===== src/design/slis_pkg.sv =====
// shared constants, codes and control types of the sorted leaf table block
// no dependencies; imported by every module of the block
`default_nettype none

package slis_pkg;

   // leaf geometry
   localparam int MAX_CELLS    = 15;
   localparam int LEFT_SPLIT   = 8;
   localparam int PAYLOAD_BITS = 32;
   localparam int KEEP_CELLS   = (LEFT_SPLIT < MAX_CELLS) ? LEFT_SPLIT : MAX_CELLS;
   // one spare slot holds the cell pushed out by an insert into a full leaf
   localparam int CELL_SLOTS   = MAX_CELLS + 1;
   localparam int CNT_W        = $clog2(CELL_SLOTS);
   localparam int IDX_W        = (CNT_W > 4) ? CNT_W : 4;

   // request opcodes
   localparam logic [1:0] OP_FIND   = 2'd0;
   localparam logic [1:0] OP_INSERT = 2'd1;
   localparam logic [1:0] OP_READ   = 2'd2;

   // result kinds
   localparam logic [1:0] KIND_FIND   = 2'd0;
   localparam logic [1:0] KIND_INSERT = 2'd1;
   localparam logic [1:0] KIND_READ   = 2'd2;
   localparam logic [1:0] KIND_SPLIT  = 2'd3;

   // controller to datapath
   typedef struct packed {
      logic       load_req;
      logic       search_step;
      logic       insert;
      logic       emit;
      logic [1:0] kind;
   } slis_cmd_type;

   // datapath to controller
   typedef struct packed {
      logic [1:0] op;
      logic       search_done;
      logic       leaf_full;
      logic       split_last;
   } slis_status_type;

endpackage

`default_nettype wire


===== src/design/sorted_leaf_table_insert_split_core.sv =====
// top level of the sorted leaf table: find, insert with split, read
// depends on slis_pkg, slis_ctrl and slis_datapath
`default_nettype none

// channel | direction | handshake            | item contents
// req     | in        | req_valid/req_stall  | opcode, search key, payload, cell index
// rsp     | out       | rsp_valid/rsp_stall  | kind, position, found, key, payload,
//         |           |                      | end of table, cell count, last
//
// sequence per item: accept, then for find and insert binary search steps
//   (at most 4 steps for 15 cells, one key compare per cycle through the
//   single store read port), then a finish step that loads the result once
//   the output register is free; a read goes from accept straight to finish
// an insert into a full leaf loads, in place of its insert result, one split result per split-off cell (8)
// reset clears the count and the control state; cell contents are undefined
// a stalled result holds in the output register; a new item is taken once the
//   previous one has loaded its last result, even while that result waits

module sorted_leaf_table_insert_split_core (
   input  logic        clock,
   input  logic        reset,
   // request channel
   input  logic        req_valid,
   output logic        req_stall,
   input  logic [1:0]  req_opcode,
   input  logic [31:0] req_search_key,
   input  logic [31:0] req_payload,
   input  logic [3:0]  req_cell_index,
   // result channel
   output logic        rsp_valid,
   input  logic        rsp_stall,
   output logic [1:0]  rsp_kind,
   output logic [3:0]  rsp_position,
   output logic        rsp_found,
   output logic [31:0] rsp_key_out,
   output logic [31:0] rsp_payload_out,
   output logic        rsp_end_of_table,
   output logic [3:0]  rsp_cell_count,
   output logic        rsp_last
);
   import slis_pkg::*;

   slis_cmd_type    cmd;
   slis_status_type status;

   // sequencer: accept, search steps, finish, split emission
   slis_ctrl u_ctrl (
      .clock      (clock),
      .reset      (reset),
      .req_valid  (req_valid),
      .req_opcode (req_opcode),
      .req_stall  (req_stall),
      .rsp_valid  (rsp_valid),
      .rsp_stall  (rsp_stall),
      .status     (status),
      .cmd        (cmd)
   );

   // cell store with parallel shift, search window, result register
   slis_datapath u_datapath (
      .clock            (clock),
      .reset            (reset),
      .req_opcode       (req_opcode),
      .req_search_key   (req_search_key),
      .req_payload      (req_payload),
      .req_cell_index   (req_cell_index),
      .cmd              (cmd),
      .status           (status),
      .rsp_kind         (rsp_kind),
      .rsp_position     (rsp_position),
      .rsp_found        (rsp_found),
      .rsp_key_out      (rsp_key_out),
      .rsp_payload_out  (rsp_payload_out),
      .rsp_end_of_table (rsp_end_of_table),
      .rsp_cell_count   (rsp_cell_count),
      .rsp_last         (rsp_last)
   );

endmodule

`default_nettype wire


===== src/design/slis_datapath.sv =====
// cell store, search registers, request and result registers of the leaf
// depends on slis_pkg; driven by slis_ctrl through slis_cmd_type
`default_nettype none

module slis_datapath (
   input  logic                       clock,
   input  logic                       reset,
   input  logic [1:0]                 req_opcode,
   input  logic [31:0]                req_search_key,
   input  logic [31:0]                req_payload,
   input  logic [3:0]                 req_cell_index,
   input  slis_pkg::slis_cmd_type     cmd,
   output slis_pkg::slis_status_type  status,
   output logic [1:0]                 rsp_kind,
   output logic [3:0]                 rsp_position,
   output logic                       rsp_found,
   output logic [31:0]                rsp_key_out,
   output logic [31:0]                rsp_payload_out,
   output logic                       rsp_end_of_table,
   output logic [3:0]                 rsp_cell_count,
   output logic                       rsp_last
);
   import slis_pkg::*;

   // held request
   logic [1:0]              op_ff, op_in;
   logic [31:0]             key_ff, key_in;
   logic [PAYLOAD_BITS-1:0] pay_ff, pay_in;
   logic [3:0]              idx_ff, idx_in;

   // leaf store, one spare slot on top
   logic [31:0]             key_store_ff [CELL_SLOTS];
   logic [31:0]             key_store_in [CELL_SLOTS];
   logic [PAYLOAD_BITS-1:0] pay_store_ff [CELL_SLOTS];
   logic [PAYLOAD_BITS-1:0] pay_store_in [CELL_SLOTS];
   logic [CNT_W-1:0]        count_ff, count_in;

   // search window and split cursor
   logic [CNT_W-1:0]        lo_ff, lo_in;
   logic [CNT_W-1:0]        hi_ff, hi_in;
   logic                    hit_ff, hit_in;
   logic [CNT_W-1:0]        cursor_ff, cursor_in;

   // result register
   logic [1:0]              kind_ff, kind_in;
   logic [3:0]              pos_ff, pos_in;
   logic                    found_ff, found_in;
   logic [31:0]             kout_ff, kout_in;
   logic [31:0]             pout_ff, pout_in;
   logic                    eot_ff, eot_in;
   logic [3:0]              cnt_out_ff, cnt_out_in;
   logic                    last_ff, last_in;

   logic [CNT_W:0]          mid_sum;
   logic [CNT_W-1:0]        mid;
   logic [CNT_W-1:0]        rd_addr;
   logic [31:0]             rd_key;
   logic [PAYLOAD_BITS-1:0] rd_pay;
   logic                    read_ok;

   assign mid_sum = {1'b0, lo_ff} + {1'b0, hi_ff};
   assign mid     = mid_sum[CNT_W:1];

   // single read port of the store
   always_comb begin
      if (cmd.search_step) begin
         rd_addr = mid;
      end else if (op_ff == OP_READ) begin
         rd_addr = CNT_W'(idx_ff);
      end else begin
         rd_addr = cursor_ff;
      end
   end
   assign rd_key = key_store_ff[rd_addr];
   assign rd_pay = pay_store_ff[rd_addr];

   assign read_ok = (IDX_W'(idx_ff) < IDX_W'(count_ff)) &&
                    (IDX_W'(idx_ff) < IDX_W'(MAX_CELLS));

   assign status.op          = op_ff;
   assign status.search_done = (lo_ff == hi_ff);
   assign status.leaf_full   = (count_ff == CNT_W'(MAX_CELLS));
   assign status.split_last  = (cursor_ff == CNT_W'(MAX_CELLS));

   always_comb begin
      op_in     = op_ff;
      key_in    = key_ff;
      pay_in    = pay_ff;
      idx_in    = idx_ff;
      lo_in     = lo_ff;
      hi_in     = hi_ff;
      hit_in    = hit_ff;
      cursor_in = cursor_ff;
      count_in  = count_ff;
      for (int i = 0; i < CELL_SLOTS; i++) begin
         key_store_in[i] = key_store_ff[i];
         pay_store_in[i] = pay_store_ff[i];
      end

      if (cmd.load_req) begin
         op_in  = req_opcode;
         key_in = req_search_key;
         pay_in = req_payload;
         idx_in = req_cell_index;
         lo_in  = '0;
         hi_in  = count_ff;
         hit_in = 1'b0;
      end

      // one compare step; a hit collapses the window onto the match
      if (cmd.search_step) begin
         if (key_ff == rd_key) begin
            lo_in  = mid;
            hi_in  = mid;
            hit_in = 1'b1;
         end else if (key_ff < rd_key) begin
            hi_in = mid;
         end else begin
            lo_in = mid + CNT_W'(1);
         end
      end

      // parallel shift up from the insert position
      if (cmd.insert) begin
         if (lo_ff == '0) begin
            key_store_in[0] = key_ff;
            pay_store_in[0] = pay_ff;
         end
         for (int i = 1; i < CELL_SLOTS; i++) begin
            if (CNT_W'(i) == lo_ff) begin
               key_store_in[i] = key_ff;
               pay_store_in[i] = pay_ff;
            end else if (CNT_W'(i) > lo_ff) begin
               key_store_in[i] = key_store_ff[i-1];
               pay_store_in[i] = pay_store_ff[i-1];
            end
         end
         if (count_ff == CNT_W'(MAX_CELLS)) begin
            count_in  = CNT_W'(KEEP_CELLS);
            cursor_in = CNT_W'(KEEP_CELLS);
         end else begin
            count_in = count_ff + CNT_W'(1);
         end
      end

      if (cmd.emit && cmd.kind == KIND_SPLIT) begin
         cursor_in = cursor_ff + CNT_W'(1);
      end
   end

   // result fields
   always_comb begin
      kind_in    = cmd.kind;
      pos_in     = 4'(lo_ff);
      found_in   = 1'b0;
      kout_in    = '0;
      pout_in    = '0;
      eot_in     = 1'b0;
      cnt_out_in = 4'(count_in);
      last_in    = 1'b1;
      case (cmd.kind)
         KIND_FIND: begin
            found_in = hit_ff;
            eot_in   = (count_ff == '0);
         end
         KIND_READ: begin
            pos_in = idx_ff;
            eot_in = !read_ok;
            if (read_ok) begin
               kout_in = rd_key;
               pout_in = 32'(rd_pay);
            end
         end
         KIND_SPLIT: begin
            pos_in  = 4'(cursor_ff - CNT_W'(KEEP_CELLS));
            kout_in = rd_key;
            pout_in = 32'(rd_pay);
            last_in = status.split_last;
         end
         default: begin
         end
      endcase
   end

   always_ff @(posedge clock) begin
      if (reset) begin
         count_ff <= '0;
      end else begin
         count_ff <= count_in;
      end
   end

   always_ff @(posedge clock) begin
      op_ff     <= op_in;
      key_ff    <= key_in;
      pay_ff    <= pay_in;
      idx_ff    <= idx_in;
      lo_ff     <= lo_in;
      hi_ff     <= hi_in;
      hit_ff    <= hit_in;
      cursor_ff <= cursor_in;
      for (int i = 0; i < CELL_SLOTS; i++) begin
         key_store_ff[i] <= key_store_in[i];
         pay_store_ff[i] <= pay_store_in[i];
      end
      if (cmd.emit) begin
         kind_ff    <= kind_in;
         pos_ff     <= pos_in;
         found_ff   <= found_in;
         kout_ff    <= kout_in;
         pout_ff    <= pout_in;
         eot_ff     <= eot_in;
         cnt_out_ff <= cnt_out_in;
         last_ff    <= last_in;
      end
   end

   assign rsp_kind         = kind_ff;
   assign rsp_position     = pos_ff;
   assign rsp_found        = found_ff;
   assign rsp_key_out      = kout_ff;
   assign rsp_payload_out  = pout_ff;
   assign rsp_end_of_table = eot_ff;
   assign rsp_cell_count   = cnt_out_ff;
   assign rsp_last         = last_ff;

endmodule

`default_nettype wire


===== src/design/slis_ctrl.sv =====
// sequencing state machine and result valid register of the leaf
// depends on slis_pkg; steers slis_datapath through slis_cmd_type
`default_nettype none

module slis_ctrl (
   input  logic                       clock,
   input  logic                       reset,
   input  logic                       req_valid,
   input  logic [1:0]                 req_opcode,
   output logic                       req_stall,
   output logic                       rsp_valid,
   input  logic                       rsp_stall,
   input  slis_pkg::slis_status_type  status,
   output slis_pkg::slis_cmd_type     cmd
);
   import slis_pkg::*;

   typedef enum logic [3:0] {
      ST_IDLE   = 4'b0001,
      ST_SEARCH = 4'b0010,
      ST_FINISH = 4'b0100,
      ST_SPLIT  = 4'b1000
   } state_type;

   state_type state_ff, state_in;
   logic      rsp_valid_ff, rsp_valid_in;
   logic      out_free;

   assign out_free = !rsp_valid_ff || !rsp_stall;

   always_comb begin
      state_in  = state_ff;
      cmd       = '0;
      req_stall = 1'b1;
      unique case (state_ff)
         ST_IDLE: begin
            req_stall = 1'b0;
            if (req_valid) begin
               cmd.load_req = 1'b1;
               case (req_opcode) inside
                  OP_FIND, OP_INSERT: state_in = ST_SEARCH;
                  OP_READ:            state_in = ST_FINISH;
                  default:            state_in = ST_IDLE;
               endcase
            end
         end
         ST_SEARCH: begin
            if (status.search_done) begin
               state_in = ST_FINISH;
            end else begin
               cmd.search_step = 1'b1;
            end
         end
         ST_FINISH: begin
            if (out_free) begin
               cmd.insert = (status.op == OP_INSERT);
               if (status.op == OP_INSERT && status.leaf_full) begin
                  state_in = ST_SPLIT;
               end else begin
                  cmd.emit = 1'b1;
                  case (status.op)
                     OP_FIND:   cmd.kind = KIND_FIND;
                     OP_INSERT: cmd.kind = KIND_INSERT;
                     default:   cmd.kind = KIND_READ;
                  endcase
                  state_in = ST_IDLE;
               end
            end
         end
         ST_SPLIT: begin
            if (out_free) begin
               cmd.emit = 1'b1;
               cmd.kind = KIND_SPLIT;
               if (status.split_last) begin
                  state_in = ST_IDLE;
               end
            end
         end
         default: begin
            state_in = ST_IDLE;
         end
      endcase
      rsp_valid_in = cmd.emit || (rsp_valid_ff && rsp_stall);
   end

   always_ff @(posedge clock) begin
      if (reset) begin
         state_ff     <= ST_IDLE;
         rsp_valid_ff <= 1'b0;
      end else begin
         state_ff     <= state_in;
         rsp_valid_ff <= rsp_valid_in;
      end
   end

   assign rsp_valid = rsp_valid_ff;

endmodule

`default_nettype wire


===== config.mk =====
export PLATFORM = sky130hd
export DESIGN_NAME = sorted_leaf_table_insert_split_core
export DESIGN_NICKNAME = d
export VERILOG_FILES = /design/src/design/slis_pkg.sv /design/src/design/sorted_leaf_table_insert_split_core.sv /design/src/design/slis_datapath.sv /design/src/design/slis_ctrl.sv
export SDC_FILE = /design/constraint.sdc
export NUM_CORES = 2
export LEC_CHECK = 0
export BUFFER_PORTS_ARGS = -buffer_cell sky130_fd_sc_hd__buf_2
export CAP_MARGIN = 10
export CELL_PAD_IN_SITES_DETAIL_PLACEMENT = 1
export CELL_PAD_IN_SITES_GLOBAL_PLACEMENT = 1
export CORE_MARGIN = 4
export CORE_UTILIZATION = 50
export DETAILED_ROUTE_END_ITERATION = 12
export GPL_ROUTABILITY_DRIVEN = 0
export PLACE_DENSITY = 0.82
export SLEW_MARGIN = 40
export SYNTH_ARGS = -nofsm -noshare
export SYNTH_HDL_FRONTEND = slang
export SYNTH_SLANG_ARGS = --single-unit

===== constraint.sdc =====
create_clock -name clock -period 11.22 [get_ports clock]
set_clock_uncertainty 0.05 [all_clocks]
set_input_delay 0.561 -clock clock [delete_from_list [all_inputs] [get_ports clock]]
set_output_delay 0.561 -clock clock [all_outputs]
set_load 0.005 [all_outputs]

==> impl_table.tex <==
\begin{tabular}{lr}
\hline
Metric & Value \\
\hline
\multicolumn{2}{l}{\textbf{STA}} \\
\quad Hold Violations, Final & 0 \\
\quad Total negative slack & 0 ns \\
\quad Number of pins exceeding their max-slew limit in the final report & 0 \\
\quad Achievable clock frequency & 145 MHz \\
\quad Worst slew margin & 37.6\% \\
\quad Transition time at the pin with the least slew margin & 0.935 ns \\
\quad Crit share post-route & 61.3\% \\
\quad Min Tclk post-route & 6.88 ns \\
\quad RSZ-0062 raised after global routing & no \\
\quad Setup-failing EPs final & 0 \\
\multicolumn{2}{l}{\textbf{Synth}} \\
\quad FF+latch count, synth & 1193 \\
\quad Part of the Yosys area used for sequential elements & 61.1\% \\
\quad Post-synthesis instance area & 58300 um2 \\
\quad Count of cell types in the netlist & 70 \\
\quad Predominant post-synthesis flop cell & edfxtp\_1 \\
\quad Avg Cell Area, Syn & 16.0 um2 \\
\quad Asr flop ratio synth & 0\% \\
\quad Post-synthesis net count & 3774 \\
\quad Ys Warns & 0 \\
\quad EDFF count, synth & 1175 \\
\quad Gate Count Post-Synth & 3656 \\
\multicolumn{2}{l}{\textbf{Die}} \\
\quad Die area & 122000 um2 \\
\quad Die X-Extent & 350 um \\
\quad Total number of placement rows & 125 \\
\quad Initial Utilization & 50.3\% \\
\quad Height of the chip & 350 um \\
\quad Core footprint & 116000 um2 \\
\quad Count of pins on the block boundary & 153 \\
\multicolumn{2}{l}{\textbf{Clock network}} \\
\quad Number of buffers inserted for hold repair after clock tree synthesis & 67 \\
\quad Worst-Skew Late Latency & 0.75 ns \\
\quad Cell at the root of the clock tree & clkbuf\_16 \\
\quad Post-CTS Repair Setup Buffers & 0 \\
\quad Worst-path clk slew & 0.06 ns \\
\quad CTS Buf Count & 131 \\
\quad Clock tree from TritonCTS & done \\
\quad CTS sink count & 1193 \\
\quad H-tree lvl count & 4 \\
\quad Number of buffers on the longest clock path & 3 \\
\quad Post-cts resize count & 0 \\
\multicolumn{2}{l}{\textbf{Critical path}} \\
\quad Data arrival time at the worst-slack endpoint & 7.46 ns \\
\quad Critical path peak fanout & 107 \\
\quad Top delay family on crit path & simple AND/OR/NAND/NOR gates \\
\quad Sort of element at the end of the critical path & register \\
\quad Cell with the largest stage delay on the worst path & dfxtp\_1 \\
\quad Buffers \& Inverters on Critical Path & 2 \\
\quad Number of stages on the worst setup path & 17 \\
\quad Worst reg2reg startpoint & u\_datapath.lo\_ff[1] \\
\quad Crit Path Class & reg2reg \\
\quad Reg-to-reg slack, setup & 4.34 ns \\
\quad R2r endpoint & u\_datapath.hi\_ff[0] \\
\quad Required arrival time at the worst endpoint & 11.80 ns \\
\quad Worst Reg2Reg Path Length in Cells & 17 \\
\quad Startpoint types & register \\
\quad Cell-by-cell listing of the critical path & ha\_1 -> nor4\_4 -> nand2b\_1 -> buf\_4 -> mux2\_8 -> buf\_12 -> mux2i\_1 -> a32o\_1 -> a221oi\_2 -> o221ai\_1 -> ha\_1 -> nand4\_1 -> nor4\_2 -> nand2\_1 -> nand3\_1 -> nand3\_1 -> mux2\_2 \\
\quad Critical Path Max Stage Delay & 0.73 ns \\
\multicolumn{2}{l}{\textbf{Cells and area}} \\
\quad Final std cells w/o fill & 5426 \\
\quad Relative area change from synthesis to final layout & 12.4\% \\
\quad Net count of the finished layout & 3931 \\
\quad Fraction of layout cells with a size suffix above 1 & 39.4\% \\
\multicolumn{2}{l}{\textbf{Hold path}} \\
\quad Worst min-delay path startpoint & req\_search\_key[27] \\
\quad Hold Crit Endpoint & u\_datapath.key\_ff[27] \\
\quad Path category of the worst min-delay check & in2reg \\
\quad Hold Path Depth & 1 \\
\multicolumn{2}{l}{\textbf{Placed design}} \\
\quad Number of instances in the placed design & 5131 \\
\quad Detailed-placement wirelength estimate & 100000 um \\
\quad Port-buffer cells & 152 \\
\multicolumn{2}{l}{\textbf{Route}} \\
\quad Mean routed wirelength per cell & 33.6 um \\
\quad Routed vias & 36462 \\
\quad Initial detailed-routing violation count & 4423 \\
\quad Detail Route Antenna Nets & 0 \\
\quad Routed Wire Length & 182000 um \\
\quad Total DRC errors in the routed layout & 0 \\
\quad Vias per inst & 6.72 \\
\quad Number of search-and-repair iterations in the first detailed-routing pass & 6 \\
\multicolumn{2}{l}{\textbf{Pwr}} \\
\quad Power per Cell Area & 154 nW/um2 \\
\quad Worst-case vdd ir drop & 0.000160 V \\
\quad Cell leakage power & 23.2 nW \\
\multicolumn{2}{l}{\textbf{Global routing}} \\
\quad Antenna violations before repair & 4 \\
\quad Maximum number of pins on one net before global-route repair & 126 \\
\quad First-pass GRT wire length & 265000 um \\
\quad Overall track demand over capacity in global routing & 29.6\% \\
\quad Via count of the first global-routing pass & 38502 \\
\quad GRT Residual Overflow & 0 \\
\multicolumn{2}{l}{\textbf{Status}} \\
\quad Status & finished, final reports clean \\
\multicolumn{2}{l}{\textbf{Flow run}} \\
\quad Number of violations of the max-capacitance limit & 0 \\
\hline
\end{tabular}
state kept, by name, summed over array words and instances, names as in the netlist, 32 cells and up:
register and flops:
u_datapath.key_store_ff 512, u_datapath.key_ff 32, u_datapath.pay_ff 32, u_datapath.rsp_key_out 32, u_datapath.rsp_payload_out 32, u_datapath.pay_store_ff 512
synth_stat cells (all sizes together), types with 2 or more instances:
cell     count  area, um2
nor3b       31        253
nor4         5       46.3
nor2        37        141
a32o        28        280
o22ai       32        206
or2          4       25.0
nor4b        3       32.5
mux4       132       2970
and2         9       56.3
a32oi        4       35.0
xnor2        6       52.6
o21ai       19       95.1
dfxtp       18        360
nor3         5       25.0
xor2         3       26.3
o21a         5       37.5
mux2       900      10100
mux2i      272       2740
o32ai        2       32.5
nand2      298       1120
buf         84        728
and3         5       31.3
nand4       15       93.8
a21oi       97        485
or3          2       12.5
a31oi        3       18.8
nand2b      11       68.8
a2bb2oi      2       17.5
a21o         6       45.0
ha          43        538
nand3       14       70.1
clkbuf     212        811
a22oi       69        518
inv         17       63.8
a211oi       6       45.0
o221ai      31        278
edfxtp    1175      35300
nand3b       5       37.5
a221oi      29        367
a311o        2       20.0
o211ai       2       15.0
nor2b        2       12.5
routing by layer:
layer / vias up / wire (um) / share of wire [%] / global-route usage (%)
li1: 14754 / - / - / -
met1: 19202 / 71400 / 39 / 39.1
met2: 2062 / 86900 / 48 / 47.7
met3: 442 / 16500 / 9.0 / 6.63
met4: 2 / 7520 / 4.1 / 11.9
met5: - / 13 / 0.0071 / 0
placed cells by master (no fill, tap or decap), types with 17 or more instances in the layout:
cell type	instances
a22oi_1	69
buf_2	152
a221oi_2	18
edfxtp_1	1175
o21ai_0	18
o221ai_1	30
mux4_2	132
a21oi_1	95
clkbuf_1	26
clkinv_2	20
a32o_1	28
nor2_1	19
ha_1	43
clkbuf_16	134
mux2_2	899
dfxtp_1	18
nor2_4	17
clkinv_1	22
nor3b_1	24
nand2_1	296
mux2i_1	271
dlygate4sd3_1	69
buf_4	63
o22ai_1	29
layout make-up:
class | count | area, um2
fill | 10658 | 50500
sequential | 1193 | 35600
multi-input combinational | 2150 | 21500
clock buffer | 160 | 3450
timing repair buffer | 320 | 2490
tap | 1524 | 1910
clock inverter | 61 | 524
inverter | 17 | 71.3
antenna | 1 | 2.50
how the worst max path moves through the flow:
stage | end | startpoint | slack [ns]
floorplan | u_datapath.key_store_ff[4][0] | rsp_stall | 4.26
global placement | u_datapath.lo_ff[2] | u_datapath.lo_ff[1] | 4.61
detailed placement | u_datapath.lo_ff[1] | u_datapath.lo_ff[1] | 4.64
CTS | u_datapath.lo_ff[1] | u_datapath.lo_ff[1] | 4.50
global route | u_datapath.hi_ff[0] | u_datapath.lo_ff[1] | 4.00
finish | u_datapath.hi_ff[0] | u_datapath.lo_ff[1] | 4.34
power by group:
| group | leakage (nW) | switching, mW | internal, mW |
|---|---|---|---|
| combinational | 10.4 | 0.506 | 0.350 |
| clock | 1.95 | 1.82 | 2.33 |
| sequential | 10.8 | 0.160 | 4.96 |
metrics by stage:
| step | power [mW] | instance area (um2) | utilization, % | setup WS (ns) | hold WS (ns) |
|---|---|---|---|---|---|
| floorplan | 5.73 | 58300 | - | 4.26 | 0.368 |
| global placement | 5.98 | 60500 | 52.1 | 4.61 | 0.490 |
| detailed placement | 6.02 | 60800 | 52.4 | 4.64 | 0.495 |
| CTS | 10.2 | 65400 | 56.4 | 4.50 | 0.00751 |
| global route | 10.4 | 65600 | 56.5 | 4.00 | 0.0271 |
| finish | 10.1 | 65600 | 56.5 | 4.34 | 0.0618 |
worst reg2reg max path: stages (launching register included):
cell and delay (ns):
dfxtp_1 0.73, ha_1 0.41, nor4_4 0.39, nand2b_1 0.22, buf_4 0.27, mux2_8 0.58, buf_12 0.58, mux2i_1 0.40
a32o_1 0.27, a221oi_2 0.23, o221ai_1 0.26, ha_1 0.43, nand4_1 0.20, nor4_2 0.70, nand2_1 0.23, nand3_1 0.14
nand3_1 0.29, mux2_2 0.40
logic make-up (layout without fill, tap and decap cells):
group / Yosys count / in the layout / share of synthesized area (%)
muxes: 1304 / 1304 / 27.2
DFF: 1193 / 1193 / 61.1
and+or+nand+nor: 448 / 448 / 3.51
AOI/OAI and AO/OA: 345 / 345 / 4.40
buffers and inverters: 313 / 558 / 2.75
adders and majority gates: 44 / 44 / 0.956
xor gates and xnor gates: 9 / 9 / 0.135
other: 0 / 1 / 0
Note: power is estimated with default switching activity, not from simulation.
